==> config.mk <==
export PLATFORM = sky130hd
export DESIGN_NAME = bldc_six_step_commutator_flat
export DESIGN_NICKNAME = d
export VERILOG_FILES = /design/src/hdl/bssc_pkg.sv /design/src/hdl/bssc_req_if.sv /design/src/hdl/bssc_rsp_if.sv /design/src/hdl/bldc_six_step_commutator.sv /design/src/hdl/bssc_step.sv /design/src/flat_wrapper.sv
export SDC_FILE = /design/constraint.sdc
export NUM_CORES = 1
export LEC_CHECK = 0
export BUFFER_PORTS_ARGS = -buffer_cell sky130_fd_sc_hd__buf_2
export CAP_MARGIN = 10
export CORE_MARGIN = 2
export CORE_UTILIZATION = 53
export CTS_CLUSTER_SIZE = 12
export DETAILED_ROUTE_END_ITERATION = 12
export GPL_ROUTABILITY_DRIVEN = 0
export MAX_ROUTING_LAYER = met4
export PLACE_DENSITY = 0.87
export REMOVE_ABC_BUFFERS = 1
export SLEW_MARGIN = 0
export SYNTH_ARGS = -nofsm -noshare
export SYNTH_HDL_FRONTEND = slang
export SYNTH_SLANG_ARGS = --single-unit
==> constraint.sdc <==
create_clock -name clock -period 3.8 [get_ports clock]
set_input_delay 0.76 -clock clock [delete_from_list [all_inputs] [get_ports clock]]
set_output_delay 0.76 -clock clock [all_outputs]
set_load 0.01 [all_outputs]
==> src/hdl/bssc_pkg.sv <==
// shared types, widths, register codes and phase tables for the six-step commutator
// no dependencies
`default_nettype none

package bssc_pkg;

   localparam int PHASE_W   = 3;
   localparam int WINDING_W = 2;
   localparam int TIMER_W   = 8;
   localparam int COUNT_W   = 16;
   localparam int CSR_ADDR_W = 3;
   localparam int CSR_DATA_W = 32;

   localparam logic [PHASE_W-1:0] PHASE_LAST = 3'd5;
   localparam logic [PHASE_W-1:0] STEPS_PER_REV = 3'd6;

   // register index, taken from the word address
   localparam logic [0:0] REG_CONVERT_ENABLE = 1'b0;

   typedef logic [WINDING_W-1:0] winding_type;

   typedef struct packed {
      logic                action;
      logic                sense;
      logic [TIMER_W-1:0]  timer_count;
      logic [PHASE_W-1:0]  phase_value;
   } req_payload_type;

   typedef struct packed {
      winding_type         high_side;
      winding_type         low_side;
      winding_type         sensed_phase;
      logic                sense_rising;
      logic                commutated;
      logic                convert_request;
      logic [PHASE_W-1:0]  phase_now;
      logic [COUNT_W-1:0]  commutation_total;
      logic                interval_valid;
      logic [TIMER_W-1:0]  revolution_interval;
   } rsp_payload_type;

   // windings: 0 A, 1 B, 2 C
   function automatic winding_type high_side_of(input logic [PHASE_W-1:0] p);
      case (p)
         3'd0, 3'd1: high_side_of = 2'd0;
         3'd2, 3'd3: high_side_of = 2'd1;
         default:    high_side_of = 2'd2;
      endcase
   endfunction

   function automatic winding_type low_side_of(input logic [PHASE_W-1:0] p);
      case (p)
         3'd0:       low_side_of = 2'd1;
         3'd1, 3'd2: low_side_of = 2'd2;
         3'd3, 3'd4: low_side_of = 2'd0;
         default:    low_side_of = 2'd1;
      endcase
   endfunction

   function automatic winding_type sensed_of(input logic [PHASE_W-1:0] p);
      case (p)
         3'd0, 3'd3: sensed_of = 2'd2;
         3'd1, 3'd4: sensed_of = 2'd1;
         default:    sensed_of = 2'd0;
      endcase
   endfunction

endpackage

`default_nettype wire

==> src/hdl/bssc_req_if.sv <==
// valid/ready channel for commutator input beats
// depends on bssc_pkg
`default_nettype none

interface bssc_req_if;
   import bssc_pkg::*;

   logic                valid;
   logic                ready;
   logic                action;
   logic                sense;
   logic [TIMER_W-1:0]  timer_count;
   logic [PHASE_W-1:0]  phase_value;

   modport source (output valid, action, sense, timer_count, phase_value, input ready);
   modport sink   (input valid, action, sense, timer_count, phase_value, output ready);
endinterface

`default_nettype wire

==> src/hdl/bssc_rsp_if.sv <==
// valid/ready channel for commutator result beats
// depends on bssc_pkg
`default_nettype none

interface bssc_rsp_if;
   import bssc_pkg::*;

   logic                valid;
   logic                ready;
   logic [WINDING_W-1:0] high_side;
   logic [WINDING_W-1:0] low_side;
   logic [WINDING_W-1:0] sensed_phase;
   logic                sense_rising;
   logic                commutated;
   logic                convert_request;
   logic [PHASE_W-1:0]  phase_now;
   logic [COUNT_W-1:0]  commutation_total;
   logic                interval_valid;
   logic [TIMER_W-1:0]  revolution_interval;

   modport source (output valid, high_side, low_side, sensed_phase, sense_rising, commutated,
                   convert_request, phase_now, commutation_total, interval_valid,
                   revolution_interval, input ready);
   modport sink   (input valid, high_side, low_side, sensed_phase, sense_rising, commutated,
                   convert_request, phase_now, commutation_total, interval_valid,
                   revolution_interval, output ready);
endinterface

`default_nettype wire

==> src/hdl/bldc_six_step_commutator.sv <==
// top level of the six-step sensorless commutator: csr port, step logic, output skid
// depends on bssc_pkg, bssc_req_if, bssc_rsp_if, bssc_step
`default_nettype none

// usage
//  - req_ch carries one beat per comparator sample or forced phase load; a beat is
//    taken at a rising edge with valid and ready both high
//  - rsp_ch returns exactly one result beat for every request beat, in order
//  - the step is evaluated combinationally from the request beat and the current
//    commutation state, and lands in the result register at the accept edge, or in
//    the skid entry when the result register is full and the receiver is stalled
//  - throughput is one beat per cycle; the only limit is the output side
//  - a two-deep output (result register plus one skid entry) lets a beat be taken
//    while the previous result still waits; ready drops only when both are full,
//    so a stalled receiver holds the request side after one extra beat
//  - csr port: one register, convert_enable at byte address 0, written in the
//    apb access cycle; pready is tied high, reads return the register
//  - reset (synchronous) clears phase, commutation count, revolution step count,
//    timer mark, convert_enable and the output valids; no clearing pass is needed
//  - configuration is expected to change only while the block is idle
module bldc_six_step_commutator (
   input  wire logic                            clock,
   input  wire logic                            reset,
   bssc_req_if.sink                             req_ch,
   bssc_rsp_if.source                           rsp_ch,
   input  wire logic                            csr_psel,
   input  wire logic                            csr_penable,
   input  wire logic                            csr_pwrite,
   input  wire logic [bssc_pkg::CSR_ADDR_W-1:0] csr_paddr,
   input  wire logic [bssc_pkg::CSR_DATA_W-1:0] csr_pwdata,
   output logic      [bssc_pkg::CSR_DATA_W-1:0] csr_prdata,
   output logic                                 csr_pready
);
   import bssc_pkg::*;

   // csr register
   logic convert_enable_ff, convert_enable_in;
   logic csr_write;
   logic csr_hit;

   // request side
   req_payload_type req_beat;
   rsp_payload_type step_rsp;
   logic            req_fire;

   // output register and skid entry
   rsp_payload_type out_ff, out_in;
   rsp_payload_type skid_ff, skid_in;
   logic            out_valid_ff, out_valid_in;
   logic            skid_valid_ff, skid_valid_in;

   // csr decode: word address picks the register, byte lanes ignored
   assign csr_pready = 1'b1;
   assign csr_hit    = (csr_paddr[CSR_ADDR_W-1] == REG_CONVERT_ENABLE);
   assign csr_write  = csr_psel && csr_penable && csr_pwrite && csr_pready;

   always_comb begin
      convert_enable_in = convert_enable_ff;
      if (csr_write && csr_hit) begin
         convert_enable_in = csr_pwdata[0];
      end
      csr_prdata = '0;
      if (csr_hit) begin
         csr_prdata[0] = convert_enable_ff;
      end
   end

   always_ff @(posedge clock) begin
      if (reset) begin
         convert_enable_ff <= 1'b0;
      end else begin
         convert_enable_ff <= convert_enable_in;
      end
   end

   // request beat
   assign req_beat.action      = req_ch.action;
   assign req_beat.sense       = req_ch.sense;
   assign req_beat.timer_count = req_ch.timer_count;
   assign req_beat.phase_value = req_ch.phase_value;

   // skid entry free means there is room for one more result
   assign req_ch.ready = !skid_valid_ff;
   assign req_fire     = req_ch.valid && req_ch.ready;

   bssc_step u_step (
      .clock          (clock),
      .reset          (reset),
      .fire           (req_fire),
      .req            (req_beat),
      .convert_enable (convert_enable_ff),
      .rsp            (step_rsp)
   );

   always_comb begin
      out_in        = out_ff;
      skid_in       = skid_ff;
      out_valid_in  = out_valid_ff;
      skid_valid_in = skid_valid_ff;
      if (!out_valid_ff || rsp_ch.ready) begin
         // result register free or draining this cycle
         if (skid_valid_ff) begin
            out_in        = skid_ff;
            out_valid_in  = 1'b1;
            skid_valid_in = 1'b0;
         end else if (req_fire) begin
            out_in       = step_rsp;
            out_valid_in = 1'b1;
         end else begin
            out_valid_in = 1'b0;
         end
      end else if (req_fire) begin
         // receiver stalled: park the new result in the skid entry
         skid_in       = step_rsp;
         skid_valid_in = 1'b1;
      end
   end

   always_ff @(posedge clock) begin
      if (reset) begin
         out_valid_ff  <= 1'b0;
         skid_valid_ff <= 1'b0;
      end else begin
         out_valid_ff  <= out_valid_in;
         skid_valid_ff <= skid_valid_in;
      end
   end

   // payload registers need no reset
   always_ff @(posedge clock) begin
      out_ff  <= out_in;
      skid_ff <= skid_in;
   end

   assign rsp_ch.valid               = out_valid_ff;
   assign rsp_ch.high_side           = out_ff.high_side;
   assign rsp_ch.low_side            = out_ff.low_side;
   assign rsp_ch.sensed_phase        = out_ff.sensed_phase;
   assign rsp_ch.sense_rising        = out_ff.sense_rising;
   assign rsp_ch.commutated          = out_ff.commutated;
   assign rsp_ch.convert_request     = out_ff.convert_request;
   assign rsp_ch.phase_now           = out_ff.phase_now;
   assign rsp_ch.commutation_total   = out_ff.commutation_total;
   assign rsp_ch.interval_valid      = out_ff.interval_valid;
   assign rsp_ch.revolution_interval = out_ff.revolution_interval;

endmodule

`default_nettype wire

==> src/hdl/bssc_step.sv <==
// commutation state and single-pass step logic
// depends on bssc_pkg
`default_nettype none

module bssc_step (
   input  wire logic                     clock,
   input  wire logic                     reset,
   input  wire logic                     fire,
   input  wire bssc_pkg::req_payload_type req,
   input  wire logic                     convert_enable,
   output bssc_pkg::rsp_payload_type     rsp
);
   import bssc_pkg::*;

   logic [PHASE_W-1:0] phase_ff, phase_in;
   logic [COUNT_W-1:0] count_ff, count_in;
   logic [PHASE_W-1:0] steps_ff, steps_in;
   logic [TIMER_W-1:0] mark_ff, mark_in;

   logic               comm;
   logic [PHASE_W-1:0] phase_adv;
   logic [PHASE_W-1:0] steps_inc;
   logic               ivalid;

   always_comb begin
      // even phase advances on high sample, odd on low
      comm      = !req.action && (req.sense == !phase_ff[0]);
      phase_adv = (phase_ff == PHASE_LAST) ? '0 : phase_ff + 3'd1;

      if (req.action) begin
         phase_in = (req.phase_value <= PHASE_LAST) ? req.phase_value : phase_ff;
      end else if (comm) begin
         phase_in = phase_adv;
      end else begin
         phase_in = phase_ff;
      end

      count_in  = count_ff + {{(COUNT_W-1){1'b0}}, comm};
      steps_inc = steps_ff + {{(PHASE_W-1){1'b0}}, comm};
      ivalid    = (steps_inc == STEPS_PER_REV);
      steps_in  = ivalid ? '0 : steps_inc;
      mark_in   = ivalid ? req.timer_count : mark_ff;

      rsp.high_side           = high_side_of(phase_in);
      rsp.low_side            = low_side_of(phase_in);
      rsp.sensed_phase        = sensed_of(phase_in);
      rsp.sense_rising        = !phase_in[0];
      rsp.commutated          = comm;
      rsp.convert_request     = comm && convert_enable;
      rsp.phase_now           = phase_in;
      rsp.commutation_total   = count_in;
      rsp.interval_valid      = ivalid;
      rsp.revolution_interval = ivalid ? (req.timer_count - mark_ff) : '0;
   end

   always_ff @(posedge clock) begin
      if (reset) begin
         phase_ff <= '0;
         count_ff <= '0;
         steps_ff <= '0;
         mark_ff  <= '0;
      end else if (fire) begin
         phase_ff <= phase_in;
         count_ff <= count_in;
         steps_ff <= steps_in;
         mark_ff  <= mark_in;
      end
   end

endmodule

`default_nettype wire
==> src/flat_wrapper.sv <==
// flat-port wrapper written by rule: the top's interface ports become plain ports
module bldc_six_step_commutator_flat import bssc_pkg::*;
  (clock, reset, csr_psel, csr_penable, csr_pwrite, csr_paddr, csr_pwdata, csr_prdata, csr_pready, req_ch_valid, req_ch_action, req_ch_sense, req_ch_timer_count, req_ch_phase_value, req_ch_ready, rsp_ch_valid, rsp_ch_high_side, rsp_ch_low_side, rsp_ch_sensed_phase, rsp_ch_sense_rising, rsp_ch_commutated, rsp_ch_convert_request, rsp_ch_phase_now, rsp_ch_commutation_total, rsp_ch_interval_valid, rsp_ch_revolution_interval, rsp_ch_ready);
  bssc_req_if req_ch_i ();
  bssc_rsp_if rsp_ch_i ();
  input  wire logic clock;
  input  wire logic reset;
  input  wire logic csr_psel;
  input  wire logic csr_penable;
  input  wire logic csr_pwrite;
  input  wire logic [bssc_pkg::CSR_ADDR_W-1:0] csr_paddr;
  input  wire logic [bssc_pkg::CSR_DATA_W-1:0] csr_pwdata;
  output logic      [bssc_pkg::CSR_DATA_W-1:0] csr_prdata;
  output logic csr_pready;
  input wire logic [$bits(req_ch_i.valid)-1:0] req_ch_valid;
  input wire logic [$bits(req_ch_i.action)-1:0] req_ch_action;
  input wire logic [$bits(req_ch_i.sense)-1:0] req_ch_sense;
  input wire logic [$bits(req_ch_i.timer_count)-1:0] req_ch_timer_count;
  input wire logic [$bits(req_ch_i.phase_value)-1:0] req_ch_phase_value;
  output wire logic [$bits(req_ch_i.ready)-1:0] req_ch_ready;
  output wire logic [$bits(rsp_ch_i.valid)-1:0] rsp_ch_valid;
  output wire logic [$bits(rsp_ch_i.high_side)-1:0] rsp_ch_high_side;
  output wire logic [$bits(rsp_ch_i.low_side)-1:0] rsp_ch_low_side;
  output wire logic [$bits(rsp_ch_i.sensed_phase)-1:0] rsp_ch_sensed_phase;
  output wire logic [$bits(rsp_ch_i.sense_rising)-1:0] rsp_ch_sense_rising;
  output wire logic [$bits(rsp_ch_i.commutated)-1:0] rsp_ch_commutated;
  output wire logic [$bits(rsp_ch_i.convert_request)-1:0] rsp_ch_convert_request;
  output wire logic [$bits(rsp_ch_i.phase_now)-1:0] rsp_ch_phase_now;
  output wire logic [$bits(rsp_ch_i.commutation_total)-1:0] rsp_ch_commutation_total;
  output wire logic [$bits(rsp_ch_i.interval_valid)-1:0] rsp_ch_interval_valid;
  output wire logic [$bits(rsp_ch_i.revolution_interval)-1:0] rsp_ch_revolution_interval;
  input wire logic [$bits(rsp_ch_i.ready)-1:0] rsp_ch_ready;
  assign req_ch_i.valid = req_ch_valid;
  assign req_ch_i.action = req_ch_action;
  assign req_ch_i.sense = req_ch_sense;
  assign req_ch_i.timer_count = req_ch_timer_count;
  assign req_ch_i.phase_value = req_ch_phase_value;
  assign req_ch_ready = req_ch_i.ready;
  assign rsp_ch_valid = rsp_ch_i.valid;
  assign rsp_ch_high_side = rsp_ch_i.high_side;
  assign rsp_ch_low_side = rsp_ch_i.low_side;
  assign rsp_ch_sensed_phase = rsp_ch_i.sensed_phase;
  assign rsp_ch_sense_rising = rsp_ch_i.sense_rising;
  assign rsp_ch_commutated = rsp_ch_i.commutated;
  assign rsp_ch_convert_request = rsp_ch_i.convert_request;
  assign rsp_ch_phase_now = rsp_ch_i.phase_now;
  assign rsp_ch_commutation_total = rsp_ch_i.commutation_total;
  assign rsp_ch_interval_valid = rsp_ch_i.interval_valid;
  assign rsp_ch_revolution_interval = rsp_ch_i.revolution_interval;
  assign rsp_ch_i.ready = rsp_ch_ready;
  bldc_six_step_commutator u_core (.clock(clock), .reset(reset), .req_ch(req_ch_i), .rsp_ch(rsp_ch_i), .csr_psel(csr_psel), .csr_penable(csr_penable), .csr_pwrite(csr_pwrite), .csr_paddr(csr_paddr), .csr_pwdata(csr_pwdata), .csr_prdata(csr_prdata), .csr_pready(csr_pready));
endmodule
After elaboration in Yosys (flattened, before gate mapping)
Cells that the tools add are included.
Widths: inputs -> output; s select.
Storage, ports and cells
  output and inout bits: 72
  bits in registers: 107
  word-level logic and storage cells: 79
Operators by class
  mux-type cells: 14
  bitwise gates (word level): 2
  $add $sub $neg: 4
  reductions and logical operators: 24
  equality and inequality tests: 7
  magnitude comparators: 1
Operator list (number)
  $mux 37: 2
  $add 16x1->16: 1
  $mux 3: 5
  $reduce_or 2->1: 7
  $pmux 2 s2: 3
  $eq 3x3->1 const B: 3
  $mux 8: 1
  $sub 8x8->8: 1
  $eq 3x2->1 const B: 2
  $logic_and 1x1->1: 6
  $reduce_and 2->1: 3
  $logic_not 1->1: 5
  $add 3x1->3: 1
  $add 3x1->3 const B: 1
  $eq 3x1->1 const B: 1
  $le 3x3->1 const B: 1
  $logic_not 3->1: 1
  $mux 1: 3
  $not 1->1: 2
  $reduce_bool 2->1: 1
  $eq 1x1->1: 1
  $logic_or 1x1->1: 1

Depth between registers and ports, before layout
  depth after elaboration: 10
  depth in mapped cells: 9
  mapped depth without buffers: 9

By module
A second synthesis with hierarchy kept.
Second synthesis, totals
  cell total of the unflattened synthesis: 421
  area, all modules: 5311.3 µm²
By module, submodules not included
  bldc_six_step_commutator: cells an instance 166, instances 1, area each 3243.1 µm², sequential area each 2282.2 µm²
  bssc_step: cells an instance 255, instances 1, area each 2068.2 µm², sequential area each 600.6 µm²

Worst setup path after synthesis
No wires, ideal clock.
  path kind: input to register
  start point: in req_ch_valid
  end point: reg u_core.skid_ff[0] (netlist bit), enable pin
  slack: 0.704 ns
  buffers on the path: 1
  library setup time: 0.431 ns
  arrival time: 2.665 ns
  cell stages on the path: 3
  cells stage by stage: nand2b_1 -> clkbuf_1 -> nor2_1
On the way
  longest elaborated chain between the ends: 2
RTL lines
  from (decl): line flat_wrapper.sv:15  | input wire logic [$bits(req_ch_i.valid)-1:0] req_ch_valid;
  $logic_and 1x1->1: line bldc_six_step_commutator.sv:84  | assign req_fire = req_ch.valid && req_ch.ready;
  $reduce_and 2->1 (no line)
  to (signal assigned): line bldc_six_step_commutator.sv:132  | skid_ff <= skid_in;
  to (decl): line bldc_six_step_commutator.sv:48  | rsp_payload_type skid_ff, skid_in;
Every way passes these cells.
A chain may end at the register's enable or synchronous reset.

==> qor.yml <==
required_ns: 4.09
multiInputGateArea_mm2: 0.00188
cts_sinks: 107
grt_pass1_wl_um: 14500
switching_share: 0.254
end_kind: "flip-flop"
p_switching_w: 0.000555
drt_iter0_drc: 239
cts_resized: 0
cp_max_fo: 11
drc: 0
clock_path_buffers: 2
slew_headroom: 0.275
holdCritPathClass: "reg -> reg"
critPathKind: "in -> reg"
wl_met2_um: 4340
hold_start: "u_core.u_step.count_ff[0]"
gr-total-overflow: 0
wl_met1_um: 3780
cts_tree: "done"
final-hold-violation-count: 0
status: "finished clean"
ys_types: 57
portBuffers: 61
routedWlPerCell_um: 14.0
n_antenna_cell: 0
finalClockSkew_ns: 0.0139
clk_latency_ns: 0.37
p_seq_frac: 0.600
finalSetupViolCount: 0
fin_total_pwr_w: 0.00218
min_period_over_period: 0.730
p_leak_nw: 2.16
ff_latch_area_mm2: 0.00288
finalMaxSlewViolations: 0
reg2regPathDepth: 9
cts.clk_slew.worst_paths_ns: 0.09
die_h_um: 101
fillers: 743
num_vias: 3246
rsz0062_at_grt: "false"
die_x_um: 101
final_layout_size_suffix_gt1_frac: 0.230
grt_max_degree: 38
syn_inst: 440
cts_hold_buf: 0
ios: 127
r2r-start: "u_core.u_step.phase_ff[0]"
power.density_mw_per_mm2: 395
cts-root-buf: "clkbuf_8"
synth_edf_count: 74
die_area_mm2: 0.0103
peakVddDrop_mv: 0.185
track_usage: 0.187
internal_power_w: 0.00163
grt_pass1_vias: 3123
clkPwrFrac: 0.301
syn_area_mm2: 0.00504
syn_area_per_cell_um2: 11.4
core_area_mm2: 0.00924
area_growth_pct: 9.54
h-tree-depth: 3
arrival_ns: 3.07
rr_endpoint: "u_core.u_step.mark_ff[5]"
tns_ns: 0
ys_seq_area_frac: 0.572
routed-wl-met3_um: 527
ant_nets: 0
worstSetupStartpointType: "primary input"
wl_um: 8800
ys_warn_count: 0
min_path_cells: 2
initial_utilization: 0.545
cts_buffers: 9
min_period_ns: 2.78
antenna_found_initial: 0
post_cts_buffers: 0
synth_ff_type: "edfxtp_1"
maxCapViolations: 0
min_to: "u_core.u_step.count_ff[0]"
num_rows: 35
comb_power_share: 0.099
async_flop_share: 0
dp_hpwl_um: 6040
max_freq_ghz: 0.360
top_layer: "met4"
viasPerCell: 5.16
fin_nets: 562
tightest_slew_ns: 1.09
synth_seq_cells: 107
worst-r2r-setup-slack_ns: 1.15
drtPass1Iterations: 5
## layer usage
layer / track usage / up-vias
met5: - / -
met3: 0.0393 / 12
met2: 0.308 / 118
met4: 0.0748 / 0
met1: 0.224 / 1538
li1: - / 1578
## worst max-delay path by stage
stage / startpoint / endpoint / slack [ns] / cells past startpoint
floorplan: u_core.skid_valid_ff / u_core.skid_ff[0] / 0.60 / 2
global placement: req_ch_sense / u_core.rsp_ch.commutation_total[10] / 0.71 / 10
detailed placement: req_ch_sense / u_core.rsp_ch.commutation_total[10] / 0.70 / 10
CTS: req_ch_sense / u_core.rsp_ch.commutation_total[10] / 1.09 / 10
global route: req_ch_sense / u_core.u_step.mark_ff[5] / 0.81 / 10
finish: req_ch_sense / u_core.u_step.mark_ff[5] / 1.02 / 10
## final cells by class
cell class,count,area share
flip-flops and latches,107,0.523
multi-input cells,296,0.341
well taps,129,0.0293
inverters,16,0.0109
repair buffers,65,0.0631
clock buffers,9,0.0225
clock inverters,7,0.0109
## layout by cell type, fill, tap and decap left out, drive strengths merged, types with 19 or more instances in the layout
cell type	synthesis	routed
conb	2	32
nand2	45	45
edfxtp	74	74
nor2	42	42
inv	16	19
xnor2	22	22
a21oi	24	24
dfxtp	33	33
mux2	20	20
buf	36	65
## Yosys cell counts, types with 14 or more instances
cell type,instances,share of area
xnor2_1,22,0.038
xor2_1,16,0.028
edfxtp_1,74,0.44
clkbuf_1,14,0.010
a21oi_1,24,0.024
mux2_2,19,0.042
nand2_1,45,0.034
o21ai_0,15,0.015
nor2_1,41,0.031
inv_1,14,0.010
buf_4,32,0.048
dfxtp_1,33,0.13
## worst max-delay path, stage by stage
cell and delay, ns:
buf_2 0.13, xnor2_1 0.19, nor2_1 0.12, ha_1 0.21, ha_1 0.29, nor2b_1 0.25
nand2_1 0.28, nor2_1 0.53, nand2_1 0.15, a21oi_1 0.14
## power groups by stage
stage | registers, W | logic [W] | clock network, W
after global routing | 0.00131 | 0.000239 | 0.000709
after floorplan | 0.00135 | 0.000114 | 0
final | 0.00131 | 0.000216 | 0.000655
after detailed placement | 0.00134 | 0.000214 | 0
after CTS | 0.00131 | 0.000216 | 0.000671
after global placement | 0.00133 | 0.000207 | 0
## through the flow
stage | util | setup WS, ns | area [um^2] | hold slack (ns) | std cells
floorplan | - | 0.601 | 4820 | 0.430 | 419
global placement | 0.577 | 0.713 | 5330 | 0.444 | 613
detailed placement | 0.577 | 0.696 | 5330 | 0.457 | 613
CTS | 0.597 | 1.09 | 5520 | 0.477 | 629
global route | 0.597 | 0.810 | 5520 | 0.493 | 629
finish | 0.597 | 1.02 | 5520 | 0.473 | 629
## flip-flops by register name (all words and copies together), names as in the netlist, 2 cells and up
register / cells
u_core.rsp_ch.commutation_total: 16
u_core.rsp_ch.high_side: 2
u_core.rsp_ch.low_side: 2
u_core.rsp_ch.phase_now: 3
u_core.rsp_ch.revolution_interval: 8
u_core.rsp_ch.sensed_phase: 2
u_core.skid_ff: 37
u_core.u_step.count_ff: 16
u_core.u_step.mark_ff: 8
u_core.u_step.phase_ff: 3
u_core.u_step.steps_ff: 3
## kinds of logic (layout without fill, tap and decap cells)
logic type                 Yosys count  in the layout  share of synthesized area
AOI/OAI and AO/OA                   65             65                     0.0805
xor gates and xnor gates            39             39                     0.0693
adders and majority gates           12             12                     0.0313
buffers and inverters               67             97                     0.0780
DFF                                107            107                      0.572
muxes                               21             21                     0.0475
other                                2             32                    0.00149
and+or+nand+nor                    127            127                      0.120
Power figures use the tool's default switching activity.
